$ cat config.mk
export PLATFORM = sky130hd
export DESIGN_NAME = ple_cell
export DESIGN_NICKNAME = d
export VERILOG_FILES = /design/src/design/ple_pkg.sv /design/src/design/ple_cell.sv
export SDC_FILE = /design/constraint.sdc
export NUM_CORES = 1
export LEC_CHECK = 0
export ABC_AREA = 1
export BUFFER_PORTS_ARGS = -buffer_cell sky130_fd_sc_hd__buf_4
export CAP_MARGIN = 30
export CORE_MARGIN = 1.5
export CORE_UTILIZATION = 47
export CTS_CLUSTER_SIZE = 16
export DETAILED_ROUTE_END_ITERATION = 8
export PLACE_DENSITY = 0.85
export RECOVER_POWER = 100
export SLEW_MARGIN = 15
export SYNTH_ARGS = -nofsm -noshare
export SYNTH_HDL_FRONTEND = slang
export SYNTH_SLANG_ARGS = --single-unit
$ cat constraint.sdc
create_clock -name clk -period 4.56 [get_ports clk]
set_input_delay 0.684 -clock clk [delete_from_list [all_inputs] [get_ports clk]]
set_output_delay 0.684 -clock clk [all_outputs]
set_load 0.005 [all_outputs]
$ cat src/design/ple_pkg.sv
`timescale 1ns / 1ps
// Shared types and codes for the positional list engine.
// No dependencies; the decoder, cell, top level and bench refer to this package.
package ple_pkg;

	typedef enum logic [2:0] {
		MODE_ADD_FIRST = 3'd0,
		MODE_ADD_LAST  = 3'd1,
		MODE_ADD_POS   = 3'd2,
		MODE_DEL_FIRST = 3'd3,
		MODE_DEL_LAST  = 3'd4,
		MODE_DEL_POS   = 3'd5,
		MODE_SEARCH    = 3'd6,
		MODE_NONE      = 3'd7
	} mode_t;

	typedef enum logic [1:0] {
		ST_OK     = 2'd0,
		ST_EMPTY  = 2'd1,
		ST_FULL   = 2'd2,
		ST_BADPOS = 2'd3
	} status_t;

	typedef enum logic [1:0] {
		OP_HOLD   = 2'd0,
		OP_INSERT = 2'd1,
		OP_DELETE = 2'd2,
		OP_SEARCH = 2'd3
	} op_t;

	typedef struct packed {
		op_t     op;
		status_t status;
	} req_dec_t;

	typedef struct packed {
		op_t  op;
		logic upd;
		logic cap;
	} cell_cmd_t;

endpackage

$ cat src/design/ple_cell.sv
`timescale 1ns / 1ps
// One list slot: holds an entry, shifts with its neighbors and compares for search.
// Depends on ple_pkg.
module ple_cell #(
	parameter int IDX = 0,
	parameter int CW  = 7
) (
	input  logic                clk,
	input  ple_pkg::cell_cmd_t  cmd,
	input  logic [CW-1:0]       idx,
	input  logic [CW-1:0]       count,
	input  logic signed [31:0]  item_value,
	input  logic signed [31:0]  left,
	input  logic signed [31:0]  right,
	output logic signed [31:0]  entry,
	output logic                match_s1
);

	logic [CW-1:0]      here;
	logic signed [31:0] entry_q;
	logic signed [31:0] entry_d;
	logic               match_d;

	assign here  = CW'(IDX);
	assign entry = entry_q;

	always_comb begin
		entry_d = entry_q;
		case (cmd.op)
			ple_pkg::OP_INSERT: begin
				if (here == idx) begin
					entry_d = item_value;
				end else if (here > idx) begin
					entry_d = left;
				end
			end
			ple_pkg::OP_DELETE: begin
				if (here >= idx) begin
					entry_d = right;
				end
			end
			default: begin
				entry_d = entry_q;
			end
		endcase
	end

	assign match_d = (cmd.op == ple_pkg::OP_SEARCH) && (here < count) &&
		(entry_q == item_value);

	always_ff @(posedge clk) begin
		if (cmd.upd) begin
			entry_q <= entry_d;
		end
		if (cmd.cap) begin
			match_s1 <= match_d;
		end
	end

endmodule

# ---- Yosys cells after proc, flatten, opt, wreduce, memory -nomap -nowiden
# Index checks and enable logic that the tools add are counted.
dict set report op_classes {
  n_lt_le_gt_ge 3
  n_eq_ne 6
  mux 4
  reduce_logical 5
}
# cell count
set op_table {}
lappend op_table {{$mux W32} 3}
lappend op_table {{$pmux W32 S2} 1}
lappend op_table {{$eq A32 B32 Y1} 1}
lappend op_table {{$ge A1 B7 Y1 const A} 1}
lappend op_table {{$gt A1 B7 Y1 const A} 1}
lappend op_table {{$logic_not A7 Y1} 1}
lappend op_table {{$lt A1 B7 Y1 const A} 1}
lappend op_table {{$eq A2 B2 Y1 const B} 2}
lappend op_table {{$reduce_and A4 Y1} 1}
lappend op_table {{$ne A3 B3 Y1 const B} 1}
lappend op_table {{$eq A2 B1 Y1 const B} 1}
lappend op_table {{$logic_and A1 B1 Y1} 2}
lappend op_table {{$ne A2 B2 Y1 const B} 1}
lappend op_table {{$reduce_bool A2 Y1} 1}
dict set report word_totals {
  reg_bits 33
  inputBits 115
  output_inout_bits 33
  word_cells 20
}

# ---- Logic depth before layout (Yosys ltp)
dict set report depth {
  word_depth 4
  mapped_depth 8
  ltp_nobuf 8
}

# ---- Worst setup path after synthesis
# OpenSTA, ideal clock, no wires.
dict set report synth_timing {
  path_type {input port to flip-flop}
  startpoint {input port idx[5]}
  endpoint {register entry_q[0] (netlist: entry[0]) (enable)}
  setup_ps 416
  t_arrival_ps 2527
  required_time_ps 4144
  path_slack_ps 1617
  stages 6
  n_path_buf 1
  cell_sequence {nor2_1 > nand2_1 > nor2_4 > inv_2 > buf_6 > nor3_2}
}
dict set report synth_between {
  elab_chain_len 3
  elab_cells_between_ends 6
  cone_classes {order compare: 2; eq/ne: 2; reduce/logical: 2}
}
# item line
set synth_rtl {}
lappend synth_rtl {{start: declaration} ple_cell.sv:10} ;# input logic [CW-1:0] idx,
lappend synth_rtl {{$gt A1 B7 Y1 (tied with other cells)} ple_cell.sv:33} ;# end else if (here > idx) begin
lappend synth_rtl {{$ne A3 B3 Y1 (no line) or $ne A2 B2 Y1 (tied branches)} -}
lappend synth_rtl {{$reduce_and A4 Y1 (no line) (*)} -}
lappend synth_rtl {{end signal: assignment} ple_cell.sv:53} ;# entry_q <= entry_d;
lappend synth_rtl {{end: declaration} ple_cell.sv:20} ;# logic signed [31:0] entry_q;
# Mark *: on every way between the ends. The rest lies on a longest branch, timed or not.
# A chain may end at the register's enable or synchronous reset.

# ---- Final worst setup path
dict set report layout_timing {
  startpoint {input port idx[5]}
  endpoint {register entry_q[15] (netlist: entry[15]) (enable)}
}
# The elaborated chain is that of the path after synthesis.

==> results_dict.tcl <==
set metrics [dict create \
    post_cts_buffers 0 \
    ir_drop_uv 139.1 \
    swShare_pct 23.00 \
    diodes 0 \
    finish.utilization_pct 74.07 \
    num_rows 25 \
    grt_pass1_wl_um 11540 \
    cts_sinks 33 \
    finalMaxSlewViolations 0 \
    p_switching_mw 0.1766 \
    numCtsBuffers 5 \
    whs_path_depth 1 \
    p_leak_nw 1.806 \
    cap_violations 0 \
    vias_per_cell 4.929 \
    overflow 0 \
    clock_power_share_pct 35.4 \
    p_int_mw 0.5912 \
    clock_skew_ns 0.006726 \
    yosys.area.top_type "edfxtp_1" \
    critPathKind "primary input to flop" \
    cp_max_fo 33 \
    fin_crit_sh_pct 76.51 \
    grt_start_max_net_pins 34 \
    p_per_area_nw_per_um2 216.6 \
    drc 0 \
    synth_area_sq_um 2359 \
    setup_viol 0 \
    placed_cell_area_sq_um 3497 \
    antenna_left 0 \
    dpl.hpwl_um 5697 \
    die_h_um 73.84 \
    ys_warn_count 0 \
    clk_latency_ns 0.28 \
    ys_seq_area_share_pct 42.02 \
    seq_power_share_pct 44.0 \
    drtPass1Iterations 4 \
    critPathLaunchType "primary input" \
    synth_nets 448 \
    synth_area_leaders "edfxtp_1, nand2_1, a21oi_1" \
    tns_ns 0 \
    htree_levels 2 \
    synth_seq_cells 33 \
    clk_pin_slew_ns 0.07 \
    worstSetupEndpointType "flop" \
    drive_above_1_share_pct 31.52 \
    yosys.area.top_type_share_pct 42.02 \
    combPwrFrac_pct 20.6 \
    cts_tree "built" \
    grt_pass1_vias 2642 \
    cts_hold_buf 0 \
    fin_area_sq_um 3545 \
    cts_resized 0 \
    fp.dieArea_sq_um 5452 \
    worst_pin_slew_ns 1.106 \
    nets 593 \
    max_freq_mhz 286.6 \
    drt_iter0_drc 146 \
    rsz0062_at_grt "false" \
    reg2reg_depth 7 \
    routedWlPerCell_um 13.58 \
    fin_crit_ns 3.489 \
    cts_buffer_depth 2 \
    synthCells 333 \
    start_util_pct 49.28 \
    grt_usage_pct 27.97 \
    die_w_um 73.84 \
    cp.arrival_ns 3.40 \
    fillers 406 \
    slew_headroom_pct 26.19 \
    syn_area_per_cell_sq_um 7.083 \
    ys_types 17 \
    hold_violations 0 \
    antenna_found_initial 0 \
    synthToLayoutAreaGrowth_pct 50.29 \
    core_region_area_sq_um 4786 \
    wirelength_um 7416 \
    cp.required_ns 4.47 \
    hold_class "primary input to flop" \
    timing.hold.ws_ns 0.6133 \
    place_congestion 0.8286 \
    numPortBuffers 147 \
    status "finished, final reports clean" \
    io_pins 148 \
    ctsRootBufferMaster "clkbuf_8" \
    via_count 2691 \
]
==> per-layer routing <==
metal | wire length [um] | GRT usage (%) | vias up
li1 | - | - | 1341
met1 | 2673 | 31.51 | 1183
met2 | 3767 | 49.75 | 141
met3 | 768 | 8.642 | 26
met4 | 206 | 9.465 | 0
met5 | 0 | 0 | -
==> kinds of logic after synthesis <==
kind of cell	count (synthesis)	synth area share, %
and+or+nand+nor	162	26.63
AOI/OAI and AO/OA	70	15.97
buffers and inverters	57	11.30
DFF	33	42.02
xor gates and xnor gates	11	4.085
==> synth_stat cells <==
master    number
nor2_2         1
inv_2          1
nor3_2         1
buf_2          6
nand3_1        2
nor3_1         1
xor2_1         1
a21oi_1       57
edfxtp_1      33
nor2_1        55
o21ai_0        6
nor2_4         1
buf_6          6
inv_1         44
nand2_1      101
a21oi_2        7
xnor2_1       10
==> through the flow <==
| step | power, mW | worst slack (ns) | cells |
|---|---|---|---|
| 6_report | 0.7678 | 1.071 | 546 |
| 5_1_grt | 0.8032 | 0.8524 | 546 |
| 4_1_cts | 0.7771 | 1.765 | 546 |
| 3_5_place_dp | 0.5042 | 1.462 | 538 |
| 3_3_place_gp | 0.4977 | 1.521 | 537 |
| 2_1_floorplan | 0.4065 | 1.617 | 333 |
==> power groups by stage <==
stage | Combinational [mW] | Sequential [mW] | Clock, mW
after floorplan | 0.0620 | 0.345 | 0
after global placement | 0.153 | 0.344 | 0
after detailed placement | 0.160 | 0.345 | 0
after CTS | 0.161 | 0.338 | 0.279
after global routing | 0.175 | 0.338 | 0.291
final | 0.158 | 0.338 | 0.272
==> critical path, cell delays in order <==
cell	delay [ns]
clkbuf_4	0.11
nor2_1	0.10
nand2_1	0.09
nor2_4	0.63
inv_1	0.74
nor3_4	0.28
clkbuf_2	0.73
==> state kept, by name, summed over array words and instances, names as in the netlist <==
signal,flops
entry,32
match_s1,1
==> path summary, 6_finish.rpt <==
path	startpoint	end	slack [ns]
setup / recovery	idx[5]	entry[15]	1.07
hold / removal	cmd[0]	match_s1	0.61
setup reg to reg	entry[19]	match_s1	3.32
hold reg to reg	entry[2]	match_s1	0.84
==> cells in the final DEF, fill, tap and decap left out, types with 2 or more instances in the layout <==
| cell type | instances |
|---|---|
| nand3_1 | 2 |
| edfxtp_1 | 33 |
| nor2_1 | 55 |
| a21oi_1 | 62 |
| clkbuf_4 | 26 |
| clkbuf_1 | 11 |
| a21oi_2 | 2 |
| nand2_1 | 101 |
| xnor2_1 | 10 |
| clkbuf_8 | 5 |
| buf_4 | 112 |
| o21ai_0 | 6 |
| inv_1 | 45 |
==> final cells by class <==
cell class | count | area (sq um) | share of cell area [%]
Inverter | 45 | 168.9 | 4.765
Clock inverter | 2 | 33.78 | 0.9531
Clock buffer | 6 | 72.57 | 2.047
Timing Repair Buffer | 150 | 1106 | 31.20
Multi-Input combinational cell | 243 | 1089 | 30.71
Sequential cell | 33 | 991.0 | 27.96
Tap cell | 67 | 83.83 | 2.365
Power figures use the tool's default switching activity.
