$ cat src/design/ple_pkg.sv
`timescale 1ns / 1ps
// Shared types and codes for the positional list engine.
// No dependencies; the decoder, cell, top level and bench refer to this package.
package ple_pkg;

	typedef enum logic [2:0] {
		MODE_ADD_FIRST = 3'd0,
		MODE_ADD_LAST  = 3'd1,
		MODE_ADD_POS   = 3'd2,
		MODE_DEL_FIRST = 3'd3,
		MODE_DEL_LAST  = 3'd4,
		MODE_DEL_POS   = 3'd5,
		MODE_SEARCH    = 3'd6,
		MODE_NONE      = 3'd7
	} mode_t;

	typedef enum logic [1:0] {
		ST_OK     = 2'd0,
		ST_EMPTY  = 2'd1,
		ST_FULL   = 2'd2,
		ST_BADPOS = 2'd3
	} status_t;

	typedef enum logic [1:0] {
		OP_HOLD   = 2'd0,
		OP_INSERT = 2'd1,
		OP_DELETE = 2'd2,
		OP_SEARCH = 2'd3
	} op_t;

	typedef struct packed {
		op_t     op;
		status_t status;
	} req_dec_t;

	typedef struct packed {
		op_t  op;
		logic upd;
		logic cap;
	} cell_cmd_t;

endpackage

$ cat src/design/ple_decode.sv
`timescale 1ns / 1ps
// Request decoder: checks a request against the count and picks the cell operation.
// Depends on ple_pkg.
module ple_decode #(
	parameter int MAX_ENTRIES = 64,
	parameter int CW          = 7
) (
	input  logic [2:0]        mode,
	input  logic [6:0]        position,
	input  logic [CW-1:0]     count,
	output ple_pkg::req_dec_t dec,
	output logic [CW-1:0]     idx,
	output logic [CW-1:0]     next_count
);

	localparam int W = ((CW > 7) ? CW : 7) + 1;

	logic [W-1:0] pos_w;
	logic [W-1:0] cnt_w;
	logic         full;
	logic         empty;

	assign pos_w = W'(position);
	assign cnt_w = W'(count);
	assign full  = (count == CW'(MAX_ENTRIES));
	assign empty = (count == '0);

	always_comb begin
		dec.op     = ple_pkg::OP_HOLD;
		dec.status = ple_pkg::ST_OK;
		idx        = '0;
		next_count = count;
		case (ple_pkg::mode_t'(mode))
			ple_pkg::MODE_ADD_FIRST, ple_pkg::MODE_ADD_LAST, ple_pkg::MODE_ADD_POS: begin
				if (full) begin
					dec.status = ple_pkg::ST_FULL;
				end else if (ple_pkg::mode_t'(mode) == ple_pkg::MODE_ADD_POS &&
						(pos_w == '0 || pos_w > cnt_w + W'(1))) begin
					dec.status = ple_pkg::ST_BADPOS;
				end else begin
					dec.op     = ple_pkg::OP_INSERT;
					next_count = count + CW'(1);
					if (ple_pkg::mode_t'(mode) == ple_pkg::MODE_ADD_LAST) begin
						idx = count;
					end else if (ple_pkg::mode_t'(mode) == ple_pkg::MODE_ADD_POS) begin
						idx = CW'(pos_w - W'(1));
					end
				end
			end
			ple_pkg::MODE_DEL_FIRST, ple_pkg::MODE_DEL_LAST, ple_pkg::MODE_DEL_POS: begin
				if (empty) begin
					dec.status = ple_pkg::ST_EMPTY;
				end else if (ple_pkg::mode_t'(mode) == ple_pkg::MODE_DEL_POS &&
						(pos_w == '0 || pos_w > cnt_w)) begin
					dec.status = ple_pkg::ST_BADPOS;
				end else begin
					dec.op     = ple_pkg::OP_DELETE;
					next_count = count - CW'(1);
					if (ple_pkg::mode_t'(mode) == ple_pkg::MODE_DEL_LAST) begin
						idx = count - CW'(1);
					end else if (ple_pkg::mode_t'(mode) == ple_pkg::MODE_DEL_POS) begin
						idx = CW'(pos_w - W'(1));
					end
				end
			end
			ple_pkg::MODE_SEARCH: begin
				dec.op = ple_pkg::OP_SEARCH;
			end
			default: begin
				dec.op = ple_pkg::OP_HOLD;
			end
		endcase
	end

endmodule

$ cat config.mk
export PLATFORM = sky130hd
export DESIGN_NAME = ple_decode
export DESIGN_NICKNAME = d
export VERILOG_FILES = /design/src/design/ple_pkg.sv /design/src/design/ple_decode.sv
export SDC_FILE = /design/constraint.sdc
export NUM_CORES = 1
export LEC_CHECK = 0
export ABC_CLOCK_PERIOD_IN_PS = 3500
export BUFFER_PORTS_ARGS = -buffer_cell sky130_fd_sc_hd__buf_2
export CAP_MARGIN = 10
export CORE_MARGIN = 3
export CORE_UTILIZATION = 57
export DETAILED_ROUTE_END_ITERATION = 6
export PLACE_DENSITY = 0.82
export SYNTH_ARGS = -nofsm -noshare
export SYNTH_HDL_FRONTEND = slang
export SYNTH_SLANG_ARGS = --single-unit
$ cat constraint.sdc
create_clock -name vclk -period 3.5
set_input_delay 0.175 -clock vclk [all_inputs]
set_output_delay 0.175 -clock vclk [all_outputs]
set_load 0.005 [all_outputs]
== After elaboration in Yosys (flattened, before gate mapping) ==
Index checks and enable logic that the tools add are counted.

* Add/sub/neg operators: 4
* Multiply operators: 0
* Divide/modulo/power cells: 0
* Magnitude comparators: 2
* Eq/ne operators: 7
* Shift operators: 0
* Multiplexer cells: 24
* Bitwise gates (word level): 0
* Reductions and logical operators: 9

{| class="wikitable"
|+ Operators with widths
! kind !! number
|-
| $mux 7 || 12
|-
| $pmux 7 s2 || 2
|-
| $sub 7x1->7 const B || 2
|-
| $mux 2 || 6
|-
| $eq 3x3->1 const B || 3
|-
| $add 7x1->8 const B || 1
|-
| $gt 7x8->1 || 1
|-
| $logic_not 8->1 || 1
|-
| $add 7x1->7 const B || 1
|-
| $eq 7x7->1 const B || 1
|-
| $gt 7x7->1 || 1
|-
| $logic_not 7->1 || 1
|-
| $eq 3x2->1 const B || 2
|-
| $pmux 2 s3 || 1
|-
| $reduce_or 3->1 || 2
|-
| $pmux 2 s2 || 1
|-
| $eq 3x1->1 const B || 1
|-
| $logic_not 3->1 || 1
|-
| $logic_and 1x1->1 || 2
|-
| $logic_or 1x1->1 || 2
|-
| $mux 1 || 2
|}

* Bits in registers: 0
* Latch bits: 0
* Memory bits (writable): 0
* Bits in read-only memories: 0
* Input bits: 17
* Output and inout bits: 18
* Word-level logic and storage cells: 46
* Memories: 0

== Logic depth before layout (Yosys ltp) ==
* Depth in word-level cells: 7
* Gate-level depth with buffers: 12
* Mapped depth without buffers: 11

== Worst setup path before layout ==
No wires, ideal clock.

* Path kind: input to output
* Start: input count[0]
* End: output next_count[4]
* Arrival: 2.892 ns
* Data required time: 3.325 ns
* Path slack: 0.433 ns
* Cell stages on the path: 11
* Path buffers: 1
* Cell sequence: clkbuf_1 nand3_1 or3_1 and2_1 ha_1 a21o_1 a221oi_1 a211oi_1 or3b_2 o2bb2ai_1 a311o_1

* Longest elaborated chain between the ends: 7
* Elaborated cells on any way between the ends: 16
* Classes of those cells: add/sub (3); order compare (2); eq/ne (1); mux (5); reduce/logical (5)

{| class="wikitable"
|+ RTL lines
! element !! RTL line !! RTL
|-
| from (decl) || ple_decode.sv:10 || <nowiki>input logic [CW-1:0] count,</nowiki>
|-
| $add 7x1->8 || ple_decode.sv:38 || <nowiki>(pos_w == '0 || pos_w > cnt_w + W'(1))) begin</nowiki>
|-
| $gt 7x8->1 || ple_decode.sv:38 ||
|-
| $logic_or 1x1->1 || ple_decode.sv:38 ||
|-
| $logic_and 1x1->1 || ple_decode.sv:37 || <nowiki>end else if (ple_pkg::mode_t'(mode) == ple_pkg::MODE_ADD_POS &&</nowiki>
|-
| $mux 7 || ple_decode.sv:37 ||
|-
| $mux 7 || ple_decode.sv:35 || <nowiki>if (full) begin</nowiki>
|-
| $pmux 7 s2 * || ple_decode.sv:33 || <nowiki>case (ple_pkg::mode_t'(mode))</nowiki>
|-
| to (decl) || ple_decode.sv:13 || <nowiki>output logic [CW-1:0] next_count</nowiki>
|}

Every way passes the cells marked *; elsewhere a longest branch is shown, timed or not.

== Worst setup path after layout ==
* Start: input count[2]
* End: output next_count[1]

The elaborated chain is that of the path after synthesis.

==> metrics.txt <==
Routability Congestion 0.9638; Fillers 182; core area 2102 um2; Chip Width 54.65 um; status finished clean; CP Max Fanout 13; CP Launch Type input port; Metal-1 WL 1840 um; sequential cell count 0; die height 54.65 um; # clk buffers 0; Fin Hold WS 0.7711 ns; post-CTS sizing 0; CP endpoint kind output pin; vias per inst 6.920; max-slew violations 0; layout cells sized above 1 24.32%; Worst Path Buf+Inv 2; WL final 4521 um; slew of the pin with the lowest slew margin 0.6527 ns; DRC 0; die area 2986 um2; CP Data Required Time 3.32 ns; register area 0 um2; cell area after synthesis 1349 um2; hpwl dp 3574 um; Hold Path Class in2out; Starting Density 64.17%; syn_area_per_cell 6.882 um2; port bufs 35; Multi-input gate area 1265 um2; Met3 Wirelength 591 um; Final ANT Viol Nets 0; largest net degree at the start of global routing 24; P_leak 0.7048 nW; initial antenna violation count 0; top post-synthesis cells by area ha_1 (17%), xnor2_1 (7.1%), nor2_1 (5.0%); Final min period 3.292 ns; data arrival time of the worst path 3.12 ns; global-route wire length before repair 7120 um; top post-synthesis cells by count ha_1 (18), nor2_1 (18), nand2_1 (13); Max VDD drop 0.00009672 V; Seq/Total Area, Yosys 0%; fin nets 259; synth-to-layout area growth 14.01%; warnings from Yosys 0; cell area after layout 1538 um2; max_cap viols 0; Global Route Usage Sum 31.84%; Hold Vio Cnt, Final 0; fmax 303.8 MHz; via count 1,723; crit-path cells buf_2 > nand3_1 > or3_1 > and2_1 > ha_1 > a21o_1 > a221oi_2 > a211oi_2 > or3_4 > o2bb2ai_1 > a211o_1 > buf_2; total gr overflow 0; Syn Nets 231; final cycle utilization of the critical path 94.05%; Max Used Layer met4; Placed Area 1526 um2; io pins 35; FP Rows 16; wire length on met2 2018 um; CP max stage cell or3_4; vias in the first global route 1,512; Ant. Diodes 0; RSZ-0062 raised after global routing no; post-CTS setup buffer count 0; setup_tns 0 ns; total power 0.0002219 W; WL/cell 18.16 um; Power Density 144.3 nW/um2; cells after synthesis 196; final setup fails 0; hold buffer count at CTS 0; Finished Layout Cells 249; cell repeated most along the worst path buf_2; share of the synthesized area in the top cell type 16.70%; Cell Count Post-Placement 249; Synth area leader ha_1; TritonRoute pass-1 iters 5; Relative slew margins 56.39%; Slowest Stage Delay on Critical Path 0.50 ns; WS Path Type in2out; critical path's top delay family compound AO/OA/AOI/OAI gates; Synth cell types 56; 1st-iter DRT viols 128
-- layer usage --
layer | GRT usage, % | vias to the layer above
li1 | - | 797
met1 | 45.75 | 780
met2 | 51.97 | 130
met3 | 2.452 | 16
met4 | 4.564 | 0
met5 | 0 | -
-- through the flow --
step                      setup WS, ns  utilization (%)
after global routing           0.02789            73.15
after floorplan                 0.4331                -
after CTS                       0.1485            72.62
final                           0.2082            73.15
after detailed placement        0.1560            72.62
after global placement          0.2583            72.62
-- power breakdown --
part	total, W	leakage [nW]	internal [W]	switching (W)
sequential	0	0	0	0
clock	0	0	0	0
combinational	0.000222	0.705	0.0000928	0.000129
total	0.000222	0.705	0.0000928	0.000129
-- tightest hold or removal path, cell delays in order --
cell     delay (ns)
buf_2          0.18
a211o_1        0.14
buf_2          0.10
-- cell type report --
class,instances,area share (%)
timing repair buffer,38,12.86
multi-input combinational,173,82.26
inverter,11,2.685
tap,27,2.197
-- logic make-up after synthesis --
| group | count (synthesis) | synth area share, % |
|---|---|---|
| adder cells (fa/ha/maj) | 18 | 16.70 |
| AND/OR/NAND/NOR | 76 | 32.28 |
| multiplexers | 5 | 4.267 |
| buffers and inverters | 23 | 7.051 |
| XOR/XNOR | 14 | 9.091 |
| AO/OA/AOI/OAI | 60 | 30.61 |
-- path summary, 6_finish.rpt --
kind	start	slack, ns	cells past startpoint	endpoint
setup / recovery	count[2]	0.21	12	next_count[1]
hold / removal	count[5]	0.77	3	next_count[5]
-- cell usage in the layout, fill, tap and decap left out, drive strengths merged, types with 3 or more instances in the layout --
cell type | Yosys | final
inv | 11 | 11
mux2 | 3 | 3
xnor2 | 11 | 11
o21ai | 9 | 9
xor2 | 3 | 3
nor2 | 19 | 19
nor2b | 3 | 3
and3 | 4 | 4
o22ai | 9 | 9
or3b | 3 | 3
nand2 | 14 | 14
nand3 | 4 | 4
a21oi | 10 | 10
a31oi | 5 | 5
or3 | 4 | 4
buf | 5 | 38
nor3 | 7 | 7
nand4 | 4 | 4
ha | 18 | 18
nand2b | 3 | 3
a22oi | 5 | 5
o2bb2ai | 3 | 3
(Power assumes the default switching activity.)
